## config.mk

```make
export PLATFORM = sky130hd
export DESIGN_NAME = sorted_timer_event_manager_core
export DESIGN_NICKNAME = d
export VERILOG_FILES = /design/src/stem_pkg.sv /design/src/stem_ram.sv /design/src/stem_ctrl.sv /design/src/stem_dp.sv /design/src/sorted_timer_event_manager_core.sv
export SDC_FILE = /design/constraint.sdc
export NUM_CORES = 2
export LEC_CHECK = 0
export BUFFER_PORTS_ARGS = -buffer_cell sky130_fd_sc_hd__buf_4
export CELL_PAD_IN_SITES_DETAIL_PLACEMENT = 0
export CELL_PAD_IN_SITES_GLOBAL_PLACEMENT = 1
export CORE_MARGIN = 1.5
export CORE_UTILIZATION = 40
export CTS_CLUSTER_DIAMETER = 120
export DETAILED_ROUTE_END_ITERATION = 10
export GPL_TIMING_DRIVEN = 0
export PLACE_DENSITY = 0.66
export SYNTH_ARGS = -nofsm -noshare
export SYNTH_HDL_FRONTEND = slang
export SYNTH_SLANG_ARGS = --single-unit
```

## constraint.sdc

```tcl
create_clock -name aclk -period 5.5 [get_ports aclk]
set_input_delay 0.825 -clock aclk [delete_from_list [all_inputs] [get_ports aclk]]
set_output_delay 0.825 -clock aclk [all_outputs]
set_load 0.1 [all_outputs]
```

## src/stem_pkg.sv

```systemverilog
// Shared codes, command and status types for the sorted timer queue.
package stem_pkg;

    localparam logic [2:0] MODE_ALLOC    = 3'd0;
    localparam logic [2:0] MODE_FREE     = 3'd1;
    localparam logic [2:0] MODE_INIT     = 3'd2;
    localparam logic [2:0] MODE_ACTIVATE = 3'd3;
    localparam logic [2:0] MODE_CANCEL   = 3'd4;
    localparam logic [2:0] MODE_PROCESS  = 3'd5;

    localparam logic [2:0] ST_OK      = 3'd0;
    localparam logic [2:0] ST_EXPIRED = 3'd1;
    localparam logic [2:0] ST_NONE    = 3'd2;
    localparam logic [2:0] ST_OUT     = 3'd3;
    localparam logic [2:0] ST_FREE    = 3'd4;
    localparam logic [2:0] ST_ACTIVE  = 3'd5;
    localparam logic [2:0] ST_NOINIT  = 3'd6;
    localparam logic [2:0] ST_IGNORED = 3'd7;

    localparam logic [2:0] FLAG_FREE   = 3'h1;
    localparam logic [2:0] FLAG_INIT   = 3'h2;
    localparam logic [2:0] FLAG_ACTIVE = 3'h4;

    localparam int MAX_RESULTS = 32;

    typedef enum logic [3:0] {
        OP_NOP,
        OP_LATCH,
        OP_DEC,
        OP_ALLOC,
        OP_ACT_LD,
        OP_INS,
        OP_INS_DONE,
        OP_CAN,
        OP_CAN_DONE,
        OP_PRC_EXP,
        OP_PRC_STOP,
        OP_PRC_TAIL,
        OP_PRC_END
    } op_t;

    typedef struct packed {
        op_t op;
    } cmd_t;

    typedef struct packed {
        logic [2:0] mode;
        logic       dec_imm;
        logic       slot_free;
        logic       act_zero;
        logic       shift;
        logic       k_one;
        logic       k_end;
        logic       expire;
        logic       n_zero;
    } sts_t;

endpackage

```

## src/stem_ram.sv

```systemverilog
// Generic simple dual-port RAM with registered read.
module stem_ram #(
    parameter int WIDTH = 8,
    parameter int DEPTH = 32
) (
    input  logic                                  aclk,
    input  logic                                  we,
    input  logic [(DEPTH > 1 ? $clog2(DEPTH) : 1)-1:0] waddr,
    input  logic [WIDTH-1:0]                      wdata,
    input  logic                                  re,
    input  logic [(DEPTH > 1 ? $clog2(DEPTH) : 1)-1:0] raddr,
    output logic [WIDTH-1:0]                      rdata
);
    logic [WIDTH-1:0] mem [DEPTH];
    logic [WIDTH-1:0] rdata_reg;

    always_ff @(posedge aclk) begin
        if (we) begin
            mem[waddr] <= wdata;
        end
        if (re) begin
            rdata_reg <= mem[raddr];
        end
    end

    assign rdata = rdata_reg;
endmodule

```

## src/stem_ctrl.sv

```systemverilog
// Controller state machine of the sorted timer queue.
module stem_ctrl import stem_pkg::*; (
    input  logic aclk,
    input  logic aresetn,
    input  logic in_valid,
    output logic in_ready,
    input  sts_t sts,
    output cmd_t cmd
);
    typedef enum logic [10:0] {
        S_IDLE     = 11'b00000000001,
        S_DECODE   = 11'b00000000010,
        S_ALLOC    = 11'b00000000100,
        S_ACT_LD   = 11'b00000001000,
        S_INS      = 11'b00000010000,
        S_INS_DONE = 11'b00000100000,
        S_CAN      = 11'b00001000000,
        S_CAN_DONE = 11'b00010000000,
        S_PRC      = 11'b00100000000,
        S_PRC_TAIL = 11'b01000000000,
        S_PRC_END  = 11'b10000000000
    } state_t;

    state_t state_reg, state_next;

    assign in_ready = (state_reg == S_IDLE);

    always_comb begin
        state_next = state_reg;
        cmd.op     = OP_NOP;
        unique case (state_reg)
            S_IDLE: begin
                if (in_valid) begin
                    cmd.op     = OP_LATCH;
                    state_next = S_DECODE;
                end
            end
            S_DECODE: begin
                if (sts.dec_imm) begin
                    if (sts.slot_free) begin
                        cmd.op     = OP_DEC;
                        state_next = S_IDLE;
                    end
                end else begin
                    cmd.op = OP_DEC;
                    unique case (sts.mode)
                        MODE_ALLOC:    state_next = S_ALLOC;
                        MODE_ACTIVATE: state_next = S_ACT_LD;
                        MODE_CANCEL:   state_next = S_CAN;
                        default:       state_next = S_PRC;
                    endcase
                end
            end
            S_ALLOC: begin
                if (sts.slot_free) begin
                    cmd.op     = OP_ALLOC;
                    state_next = S_IDLE;
                end
            end
            S_ACT_LD: begin
                cmd.op     = OP_ACT_LD;
                state_next = sts.act_zero ? S_INS_DONE : S_INS;
            end
            S_INS: begin
                if (sts.shift) begin
                    cmd.op = OP_INS;
                    if (sts.k_one) begin
                        state_next = S_INS_DONE;
                    end
                end else begin
                    state_next = S_INS_DONE;
                end
            end
            S_INS_DONE: begin
                if (sts.slot_free) begin
                    cmd.op     = OP_INS_DONE;
                    state_next = S_IDLE;
                end
            end
            S_CAN: begin
                cmd.op = OP_CAN;
                if (sts.k_end) begin
                    state_next = S_CAN_DONE;
                end
            end
            S_CAN_DONE: begin
                if (sts.slot_free) begin
                    cmd.op     = OP_CAN_DONE;
                    state_next = S_IDLE;
                end
            end
            S_PRC: begin
                if (sts.expire) begin
                    if (sts.n_zero || sts.slot_free) begin
                        cmd.op     = OP_PRC_EXP;
                        state_next = sts.k_end ? S_PRC_END : S_PRC;
                    end
                end else if (sts.slot_free) begin
                    cmd.op     = OP_PRC_STOP;
                    state_next = sts.n_zero ? S_IDLE : S_PRC_TAIL;
                end
            end
            S_PRC_TAIL: begin
                cmd.op = OP_PRC_TAIL;
                if (sts.k_end) begin
                    state_next = S_IDLE;
                end
            end
            S_PRC_END: begin
                if (sts.slot_free) begin
                    cmd.op     = OP_PRC_END;
                    state_next = S_IDLE;
                end
            end
            default: state_next = S_IDLE;
        endcase
    end

    always_ff @(posedge aclk) begin
        if (!aresetn) begin
            state_reg <= S_IDLE;
        end else begin
            state_reg <= state_next;
        end
    end
endmodule

```

## src/stem_dp.sv

```systemverilog
// Datapath of the sorted timer queue: flags, free stack, period and list memories, result register.
module stem_dp import stem_pkg::*; #(
    parameter int TIMER_COUNT = 32
) (
    input  logic        aclk,
    input  logic        aresetn,
    input  cmd_t        cmd,
    output sts_t        sts,
    input  logic [2:0]  in_mode,
    input  logic [4:0]  in_index,
    input  logic [30:0] in_period,
    input  logic [31:0] in_now,
    input  logic        out_ready,
    output logic        out_valid,
    output logic [2:0]  out_status,
    output logic [4:0]  out_index,
    output logic        out_last
);
    localparam int TW = (TIMER_COUNT > 1) ? $clog2(TIMER_COUNT) : 1;
    localparam int CW = $clog2(TIMER_COUNT + 1);
    localparam int NW = $clog2(MAX_RESULTS + 1);
    localparam int LW = 32 + TW;

    logic [2:0]    mode_reg;
    logic [4:0]    idx_reg;
    logic [30:0]   period_reg;
    logic [31:0]   now_reg;
    logic [31:0]   exp_reg;
    logic [CW-1:0] k_reg;
    logic [NW-1:0] n_reg;
    logic          found_reg;
    logic [TW-1:0] pend_reg;
    logic [CW-1:0] free_cnt_reg;
    logic [CW-1:0] act_cnt_reg;
    logic [2:0]    flags_reg [TIMER_COUNT];
    logic [TIMER_COUNT-1:0] written_reg;
    logic          out_valid_reg;
    logic [2:0]    out_status_reg;
    logic [4:0]    out_index_reg;
    logic          out_last_reg;

    logic          stk_we, stk_re, per_we, per_re, lst_we, lst_re;
    logic [TW-1:0] stk_waddr, stk_raddr, per_waddr, per_raddr, lst_waddr, lst_raddr;
    logic [TW-1:0] stk_rdata;
    logic [30:0]   per_rdata;
    logic [LW-1:0] lst_wdata, lst_rdata;

    logic          idx_ok, slot_free, dec_imm, push_ok;
    logic [TW-1:0] idx_a, fcm1_a, pop_t, d_idx;
    logic [31:0]   d_exp;
    logic [2:0]    f, chk, imm_status;
    logic [4:0]    imm_index;
    logic [CW-1:0] km1, kp1, km2, fcm1;
    logic          k_end, expire;
    logic          emit, e_last;
    logic [2:0]    e_status;
    logic [4:0]    e_index;

    assign idx_ok    = 32'(idx_reg) < TIMER_COUNT;
    assign idx_a     = TW'(idx_reg);
    assign f         = idx_ok ? flags_reg[idx_a] : FLAG_FREE;
    assign slot_free = !out_valid_reg || out_ready;
    assign push_ok   = 32'(free_cnt_reg) < TIMER_COUNT;
    assign fcm1      = free_cnt_reg - CW'(1);
    assign fcm1_a    = fcm1[TW-1:0];
    assign pop_t     = written_reg[fcm1_a] ? stk_rdata : fcm1_a;
    assign d_exp     = lst_rdata[LW-1:TW];
    assign d_idx     = lst_rdata[TW-1:0];
    assign km1       = k_reg - CW'(1);
    assign km2       = k_reg - CW'(2);
    assign kp1       = k_reg + CW'(1);
    assign k_end     = (kp1 == act_cnt_reg);
    assign expire    = (n_reg < NW'(MAX_RESULTS)) && (d_exp <= now_reg);

    always_comb begin
        if ((f & FLAG_FREE) != 3'b0) begin
            chk = ST_FREE;
        end else if ((f & FLAG_ACTIVE) != 3'b0) begin
            chk = ST_ACTIVE;
        end else begin
            chk = ST_OK;
        end
    end

    // Results that the decode step can answer at once.
    always_comb begin
        dec_imm    = 1'b1;
        imm_status = ST_OK;
        imm_index  = idx_reg;
        unique case (mode_reg)
            MODE_ALLOC: begin
                dec_imm    = (free_cnt_reg == '0);
                imm_status = ST_OUT;
                imm_index  = 5'd0;
            end
            MODE_FREE, MODE_INIT: begin
                imm_status = chk;
            end
            MODE_ACTIVATE: begin
                dec_imm    = (chk != ST_OK) || ((f & FLAG_INIT) == 3'b0);
                imm_status = (chk != ST_OK) ? chk : ST_NOINIT;
            end
            MODE_CANCEL: begin
                dec_imm    = !(idx_ok && ((f & FLAG_ACTIVE) != 3'b0));
                imm_status = ST_IGNORED;
            end
            MODE_PROCESS: begin
                dec_imm    = (act_cnt_reg == '0);
                imm_status = ST_NONE;
                imm_index  = 5'd0;
            end
            default: begin
                imm_index = 5'd0;
            end
        endcase
    end

    always_comb begin
        sts.mode      = mode_reg;
        sts.dec_imm   = dec_imm;
        sts.slot_free = slot_free;
        sts.act_zero  = (act_cnt_reg == '0);
        sts.shift     = !(exp_reg > d_exp);
        sts.k_one     = (k_reg == CW'(1));
        sts.k_end     = k_end;
        sts.expire    = expire;
        sts.n_zero    = (n_reg == '0);
    end

    // Memory ports and result selection.
    always_comb begin
        stk_we    = 1'b0;
        stk_re    = 1'b0;
        stk_waddr = free_cnt_reg[TW-1:0];
        stk_raddr = fcm1_a;
        per_we    = 1'b0;
        per_re    = 1'b0;
        per_waddr = idx_a;
        per_raddr = idx_a;
        lst_we    = 1'b0;
        lst_re    = 1'b0;
        lst_waddr = k_reg[TW-1:0];
        lst_raddr = '0;
        lst_wdata = lst_rdata;
        emit      = 1'b0;
        e_status  = ST_OK;
        e_index   = idx_reg;
        e_last    = 1'b1;
        unique case (cmd.op)
            OP_DEC: begin
                if (dec_imm) begin
                    emit     = 1'b1;
                    e_status = imm_status;
                    e_index  = imm_index;
                    stk_we   = (mode_reg == MODE_FREE) && (chk == ST_OK) && push_ok;
                    per_we   = (mode_reg == MODE_INIT) && (chk == ST_OK);
                end else begin
                    stk_re = (mode_reg == MODE_ALLOC);
                    per_re = (mode_reg == MODE_ACTIVATE);
                    lst_re = (mode_reg == MODE_CANCEL) || (mode_reg == MODE_PROCESS);
                end
            end
            OP_ALLOC: begin
                emit    = 1'b1;
                e_index = 5'(pop_t);
            end
            OP_ACT_LD: begin
                lst_re    = (act_cnt_reg != '0);
                lst_raddr = TW'(act_cnt_reg - CW'(1));
            end
            OP_INS: begin
                lst_we    = 1'b1;
                lst_re    = (k_reg != CW'(1));
                lst_raddr = km2[TW-1:0];
            end
            OP_INS_DONE: begin
                lst_we    = 1'b1;
                lst_wdata = {exp_reg, idx_a};
                emit      = 1'b1;
            end
            OP_CAN: begin
                lst_we    = found_reg;
                lst_waddr = km1[TW-1:0];
                lst_re    = !k_end;
                lst_raddr = kp1[TW-1:0];
            end
            OP_CAN_DONE: begin
                emit = 1'b1;
            end
            OP_PRC_EXP: begin
                emit      = (n_reg != '0);
                e_status  = ST_EXPIRED;
                e_index   = 5'(pend_reg);
                e_last    = 1'b0;
                lst_re    = !k_end;
                lst_raddr = kp1[TW-1:0];
            end
            OP_PRC_STOP: begin
                emit     = 1'b1;
                e_status = (n_reg == '0) ? ST_NONE : ST_EXPIRED;
                e_index  = (n_reg == '0) ? 5'd0 : 5'(pend_reg);
            end
            OP_PRC_TAIL: begin
                lst_we    = 1'b1;
                lst_waddr = TW'(k_reg - CW'(n_reg));
                lst_re    = !k_end;
                lst_raddr = kp1[TW-1:0];
            end
            OP_PRC_END: begin
                emit     = 1'b1;
                e_status = ST_EXPIRED;
                e_index  = 5'(pend_reg);
            end
            default: begin
            end
        endcase
    end

    // Control state: flags, counts and the result register.
    always_ff @(posedge aclk) begin
        if (!aresetn) begin
            for (int i = 0; i < TIMER_COUNT; i++) begin
                flags_reg[i] <= FLAG_FREE;
            end
            written_reg   <= '0;
            free_cnt_reg  <= CW'(TIMER_COUNT);
            act_cnt_reg   <= '0;
            out_valid_reg <= 1'b0;
        end else begin
            if (emit) begin
                out_valid_reg <= 1'b1;
            end else if (out_ready) begin
                out_valid_reg <= 1'b0;
            end
            unique case (cmd.op)
                OP_DEC: begin
                    if (dec_imm && (chk == ST_OK)) begin
                        if ((mode_reg == MODE_FREE) && push_ok) begin
                            flags_reg[idx_a]                    <= FLAG_FREE;
                            written_reg[free_cnt_reg[TW-1:0]]   <= 1'b1;
                            free_cnt_reg                        <= free_cnt_reg + CW'(1);
                        end else if (mode_reg == MODE_INIT) begin
                            flags_reg[idx_a] <= f | FLAG_INIT;
                        end
                    end
                end
                OP_ALLOC: begin
                    free_cnt_reg     <= fcm1;
                    flags_reg[pop_t] <= flags_reg[pop_t] & ~FLAG_FREE;
                end
                OP_INS_DONE: begin
                    act_cnt_reg      <= act_cnt_reg + CW'(1);
                    flags_reg[idx_a] <= f | FLAG_ACTIVE;
                end
                OP_CAN_DONE: begin
                    act_cnt_reg      <= act_cnt_reg - CW'(1);
                    flags_reg[idx_a] <= f & ~FLAG_ACTIVE;
                end
                OP_PRC_EXP: begin
                    flags_reg[d_idx] <= flags_reg[d_idx] & ~FLAG_ACTIVE;
                end
                OP_PRC_TAIL: begin
                    if (k_end) begin
                        act_cnt_reg <= act_cnt_reg - CW'(n_reg);
                    end
                end
                OP_PRC_END: begin
                    act_cnt_reg <= act_cnt_reg - CW'(n_reg);
                end
                default: begin
                end
            endcase
        end
    end

    // Payload registers.
    always_ff @(posedge aclk) begin
        if (emit) begin
            out_status_reg <= e_status;
            out_index_reg  <= e_index;
            out_last_reg   <= e_last;
        end
        unique case (cmd.op)
            OP_LATCH: begin
                mode_reg   <= in_mode;
                idx_reg    <= in_index;
                period_reg <= in_period;
                now_reg    <= in_now;
            end
            OP_DEC: begin
                k_reg     <= '0;
                n_reg     <= '0;
                found_reg <= 1'b0;
            end
            OP_ACT_LD: begin
                exp_reg <= now_reg + {1'b0, per_rdata};
                k_reg   <= act_cnt_reg;
            end
            OP_INS: begin
                k_reg <= km1;
            end
            OP_CAN: begin
                found_reg <= found_reg || (d_idx == idx_a);
                k_reg     <= kp1;
            end
            OP_PRC_EXP: begin
                pend_reg <= d_idx;
                n_reg    <= n_reg + NW'(1);
                k_reg    <= kp1;
            end
            OP_PRC_TAIL: begin
                k_reg <= kp1;
            end
            default: begin
            end
        endcase
    end

    assign out_valid  = out_valid_reg;
    assign out_status = out_status_reg;
    assign out_index  = out_index_reg;
    assign out_last   = out_last_reg;

    stem_ram #(.WIDTH(TW), .DEPTH(TIMER_COUNT)) u_stack_ram (
        .aclk  (aclk),
        .we    (stk_we),
        .waddr (stk_waddr),
        .wdata (idx_a),
        .re    (stk_re),
        .raddr (stk_raddr),
        .rdata (stk_rdata)
    );

    stem_ram #(.WIDTH(31), .DEPTH(TIMER_COUNT)) u_period_ram (
        .aclk  (aclk),
        .we    (per_we),
        .waddr (per_waddr),
        .wdata (period_reg),
        .re    (per_re),
        .raddr (per_raddr),
        .rdata (per_rdata)
    );

    stem_ram #(.WIDTH(LW), .DEPTH(TIMER_COUNT)) u_list_ram (
        .aclk  (aclk),
        .we    (lst_we),
        .waddr (lst_waddr),
        .wdata (lst_wdata),
        .re    (lst_re),
        .raddr (lst_raddr),
        .rdata (lst_rdata)
    );
endmodule

```

## src/sorted_timer_event_manager_core.sv

```systemverilog
// Top level of the sorted timer queue: a pool of one-shot timers in expiry order.
//
//  channel  direction  tuser           tdata                                  tlast
//  s_       in         mode [2:0]      timer_index, period_ticks, now (72 b)  -
//  m_       out        status [2:0]    result_index (8 b)                     last
//
//  Free, initialize and the immediate error answers finish at decode; allocate
//  pops the free stack; activate walks the list entries compared by the insert;
//  cancel and process walk every listed timer through the dual-port list memory
//  (one entry read a cycle, unless a held result stalls the process walk).
//  Reset clears flags, counts and the stack fill marks: no sweep.
//  A result held on m_ stalls the walk only when the next result is due.
module sorted_timer_event_manager_core import stem_pkg::*; #(
    parameter int TIMER_COUNT = 32
) (
    input  logic        aclk,
    input  logic        aresetn,
    input  logic        s_tvalid,
    output logic        s_tready,
    input  logic [71:0] s_tdata,   // timer_index[4:0], period_ticks[35:5], now[67:36], zero
    input  logic [2:0]  s_tuser,   // mode[2:0]
    output logic        m_tvalid,
    input  logic        m_tready,
    output logic [7:0]  m_tdata,   // result_index[4:0], zero
    output logic [2:0]  m_tuser,   // status[2:0]
    output logic        m_tlast
);
    cmd_t       cmd;
    sts_t       sts;
    logic [4:0] res_index;

    // Sequence each word: decode, then walk the list when the mode needs it.
    stem_ctrl u_ctrl (
        .aclk     (aclk),
        .aresetn  (aresetn),
        .in_valid (s_tvalid),
        .in_ready (s_tready),
        .sts      (sts),
        .cmd      (cmd)
    );

    // Hold timer state, the free stack, the sorted list and the result word.
    stem_dp #(.TIMER_COUNT(TIMER_COUNT)) u_dp (
        .aclk       (aclk),
        .aresetn    (aresetn),
        .cmd        (cmd),
        .sts        (sts),
        .in_mode    (s_tuser),
        .in_index   (s_tdata[4:0]),
        .in_period  (s_tdata[35:5]),
        .in_now     (s_tdata[67:36]),
        .out_ready  (m_tready),
        .out_valid  (m_tvalid),
        .out_status (m_tuser),
        .out_index  (res_index),
        .out_last   (m_tlast)
    );

    assign m_tdata = {3'b000, res_index};
endmodule
```

==> out/metrics.yaml <==
status: "complete, but fails checks"
violations: "capacitance limit, slew limit, setup timing"
synthFlopType: "edfxtp_1"
grt_first_pass_wirelength_um: 520000
grt-ovfl-total: 0
tns_ns: -0.350
slowest_delay_ns: 0.78
grt.busiest_layer: "met2"
placed_cells: 10500
relSlewSlack: -0.0570
synthCells: 6737
path_cells: "ha_1, a211oi_1, nor2_1, or4_1, o31a_1, nor3_4, a221o_2, buf_2, clkbuf_1, nand3_1, a21o_1, a31oi_1, nand3_1"
grt_pass1_vias: 64000
largest_register_ffs: 1184
hold_ws_ns: 0.0667
synth-warning-count: 0
seqPwrFrac: 0.509
ys_async_sr_fraction: 0
drtIter0Drc: 10300
post-synth-top-area-fraction: 0.730
area_growth_pct: 18.3
crit_path_frequent_cell: "nand3_1"
top_register: "u_dp.u_list_ram.mem"
arrival_ns: 6.14
antenna_left: 0
clockBufferDepth: 4
min_period_over_period: 1.02
port_buffers: 85
synth_top_area_cell: "edfxtp_1"
reg_top3: "u_dp.u_list_ram.mem x1184, u_dp.u_period_ram.mem x992, u_dp.u_stack_ram.mem x160"
yosysUniqueCellTypes: 91
ios: 93
total_power_mw: 45.5
switching_share: 0.234
power_switching_mw: 10.6
syn_area_per_cell_um2: 16.1
grt_max_degree: 40
drv_cap: 4
fill_cells: 22600
dieArea_um2: 274000
seq_area_um2: 80300
dieHeight_um: 524
die_w_um: 524
power.density_nw_per_um2: 355
synth.most_common_cell: "edfxtp_1"
routed_via_density: 6.07
wl_per_cell_um: 34.4
clkPwrFrac: 0.424
routed_wl_um: 382000
cts_root_buffer: "clkbuf_16"
htree_levels: 5
route.detailed.drc: 0
nNetsFinal: 7504
yosys-top-cells-count: "2,635 x edfxtp_1, 1,022 x nand2_1, 355 x nor2_1"
drive_above_1_share: 0.194
fin_skew_ns: 0.0709
synth-seq-cells: 2696
dpl_worst_slack_ns: -2.84
maxSlewViolCount: 22
gp_congestion: 0.919
p_int_mw: 34.8
cts_tree: "yes"
syn_area_um2: 108000
hold_viol: 0
firstDrtPassIters: 6
numCtsBuffers: 292
fmax_ghz: 0.179
use_met1: 0.363
synth_area_leaders: "edfxtp_1 73%, mux4_2 7.1%, nand2_1 3.5%, nand3_1 1.6%, ha_1 1.3%"
startpoint_type: "flip-flop"
end_kind: "flip-flop"
grt_setup_unrepaired: "false"
clkLatencyLatePin_ns: 0.96
p_leak_nw: 42.3
synth-edff-count: 2635
floorplan.rows: 190
multi_input_area_um2: 27600
critPathRequiredTime_ns: 6.05
final_cell_area_um2: 128000
comb_power_share: 0.067
hpwl_um: 260000
cp_max_fo: 10
worstMarginPinSlew_ns: 1.59
finalSetupViolations: 9
core_um2: 269000
start_util: 0.403
grt_use_met2: 0.435
yosysSeqAreaShare: 0.741
fin_util: 0.477
hold_class: "input pin to flip-flop"
grt_usage: 0.274
setup_slack_ns: -0.0949
path_class: "flip-flop to flip-flop"
cts_sinks: 2696
ir_worst_vdd_mv: 0.280
finalNonFillerCells: 11100
layout_min_cycle_time_ns: 5.59
antenna_found_initial: 35
gr-usage-met3: 0.0510
clk_pin_slew_ns: 0.06
crit_slowest_cell: "clkbuf_1"
placed_cell_area_um2: 118000
dr_total_vias: 67400
==> cell families after synthesis <==
logic type,after synthesis,synth area share
compound gates,785,0.0502
xor+xnor,74,0.00598
fa+ha+maj,121,0.0141
buf+inv,472,0.0170
flops,2696,0.741
mux,508,0.0866
other cells,1,0.0000346
simple gates,2080,0.0852
==> power by group through the flow <==
stage	Combinational, mW	Sequential, mW	Clock [mW]
final	3.03	23.2	19.3
after global routing	3.16	23.2	20.2
after CTS	2.99	23.2	19.4
after detailed placement	2.94	23.6	0
after global placement	2.87	23.6	0
after floorplan	1.66	23.5	0
==> placed cells by master (no fill, tap or decap), drive strengths merged, types with 30 or more instances in the layout <==
master and instances:
buf 364, edfxtp 2635, clkbuf 647, nand4 101, nor3 34, a31oi 93, xnor2 44, a21o 37
nor2 355, a22oi 144, mux4 342, a32oi 42, xor2 30, o21a 44, clkinv 103, mux2i 141
o21ai 114, inv 113, nand3 346, ha 117, a21oi 134, nand2 1025, dfxtp 61, and3 78
==> layout make-up <==
class,instances,area share
tap,3552,0.0346
buffer,363,0.0143
sequential,2696,0.626
timing repair buffer,281,0.0343
clock inverter,146,0.0112
inverter,100,0.00304
multi-input combinational,3571,0.215
clock buffer,380,0.0609
antenna,13,0.000254
==> critical path, delay by kind of cell, from the launching register on <==
family,cells,cell delay [ns]
compound gates,5,1.66
simple gates,5,1.48
buf+inv,2,1.22
flops,1,0.46
fa+ha+maj,1,0.34
==> metal layers <==
layer  vias to the layer above  wire length [um]
met5                         -               138
met4                        20             21700
met3                       835             37400
met2                      4124            177000
met1                     35000            146000
li1                      27500                 -
==> final timing paths <==
kind         depth (start not counted)                           startpoint  slack [ns]                                  end
max reg2reg                         13  u_dp.u_list_ram.rdata[34]$_DFFE_PP_       -0.09  u_dp.u_list_ram.rdata[22]$_DFFE_PP_
min reg2reg                          1     u_dp.written_reg[9]$_SDFFE_PN0P_        0.47     u_dp.written_reg[9]$_SDFFE_PN0P_
min                                  1                          s_tdata[21]        0.07        u_dp.period_reg[16]$_DFFE_PN_
max                                 13  u_dp.u_list_ram.rdata[34]$_DFFE_PP_       -0.09  u_dp.u_list_ram.rdata[22]$_DFFE_PP_
==> what timing repair did <==
action / in CTS / in global routing
buffers inserted: 35 / 11
gates resized for setup: 291 / 97
pin swaps: 26 / 12
hold buffers: 0 / 0
endpoints found under the setup margin: 1307 / 390
endpoints found under the hold margin: 0 / 0
No activity file was read; power rests on OpenSTA's default activity.
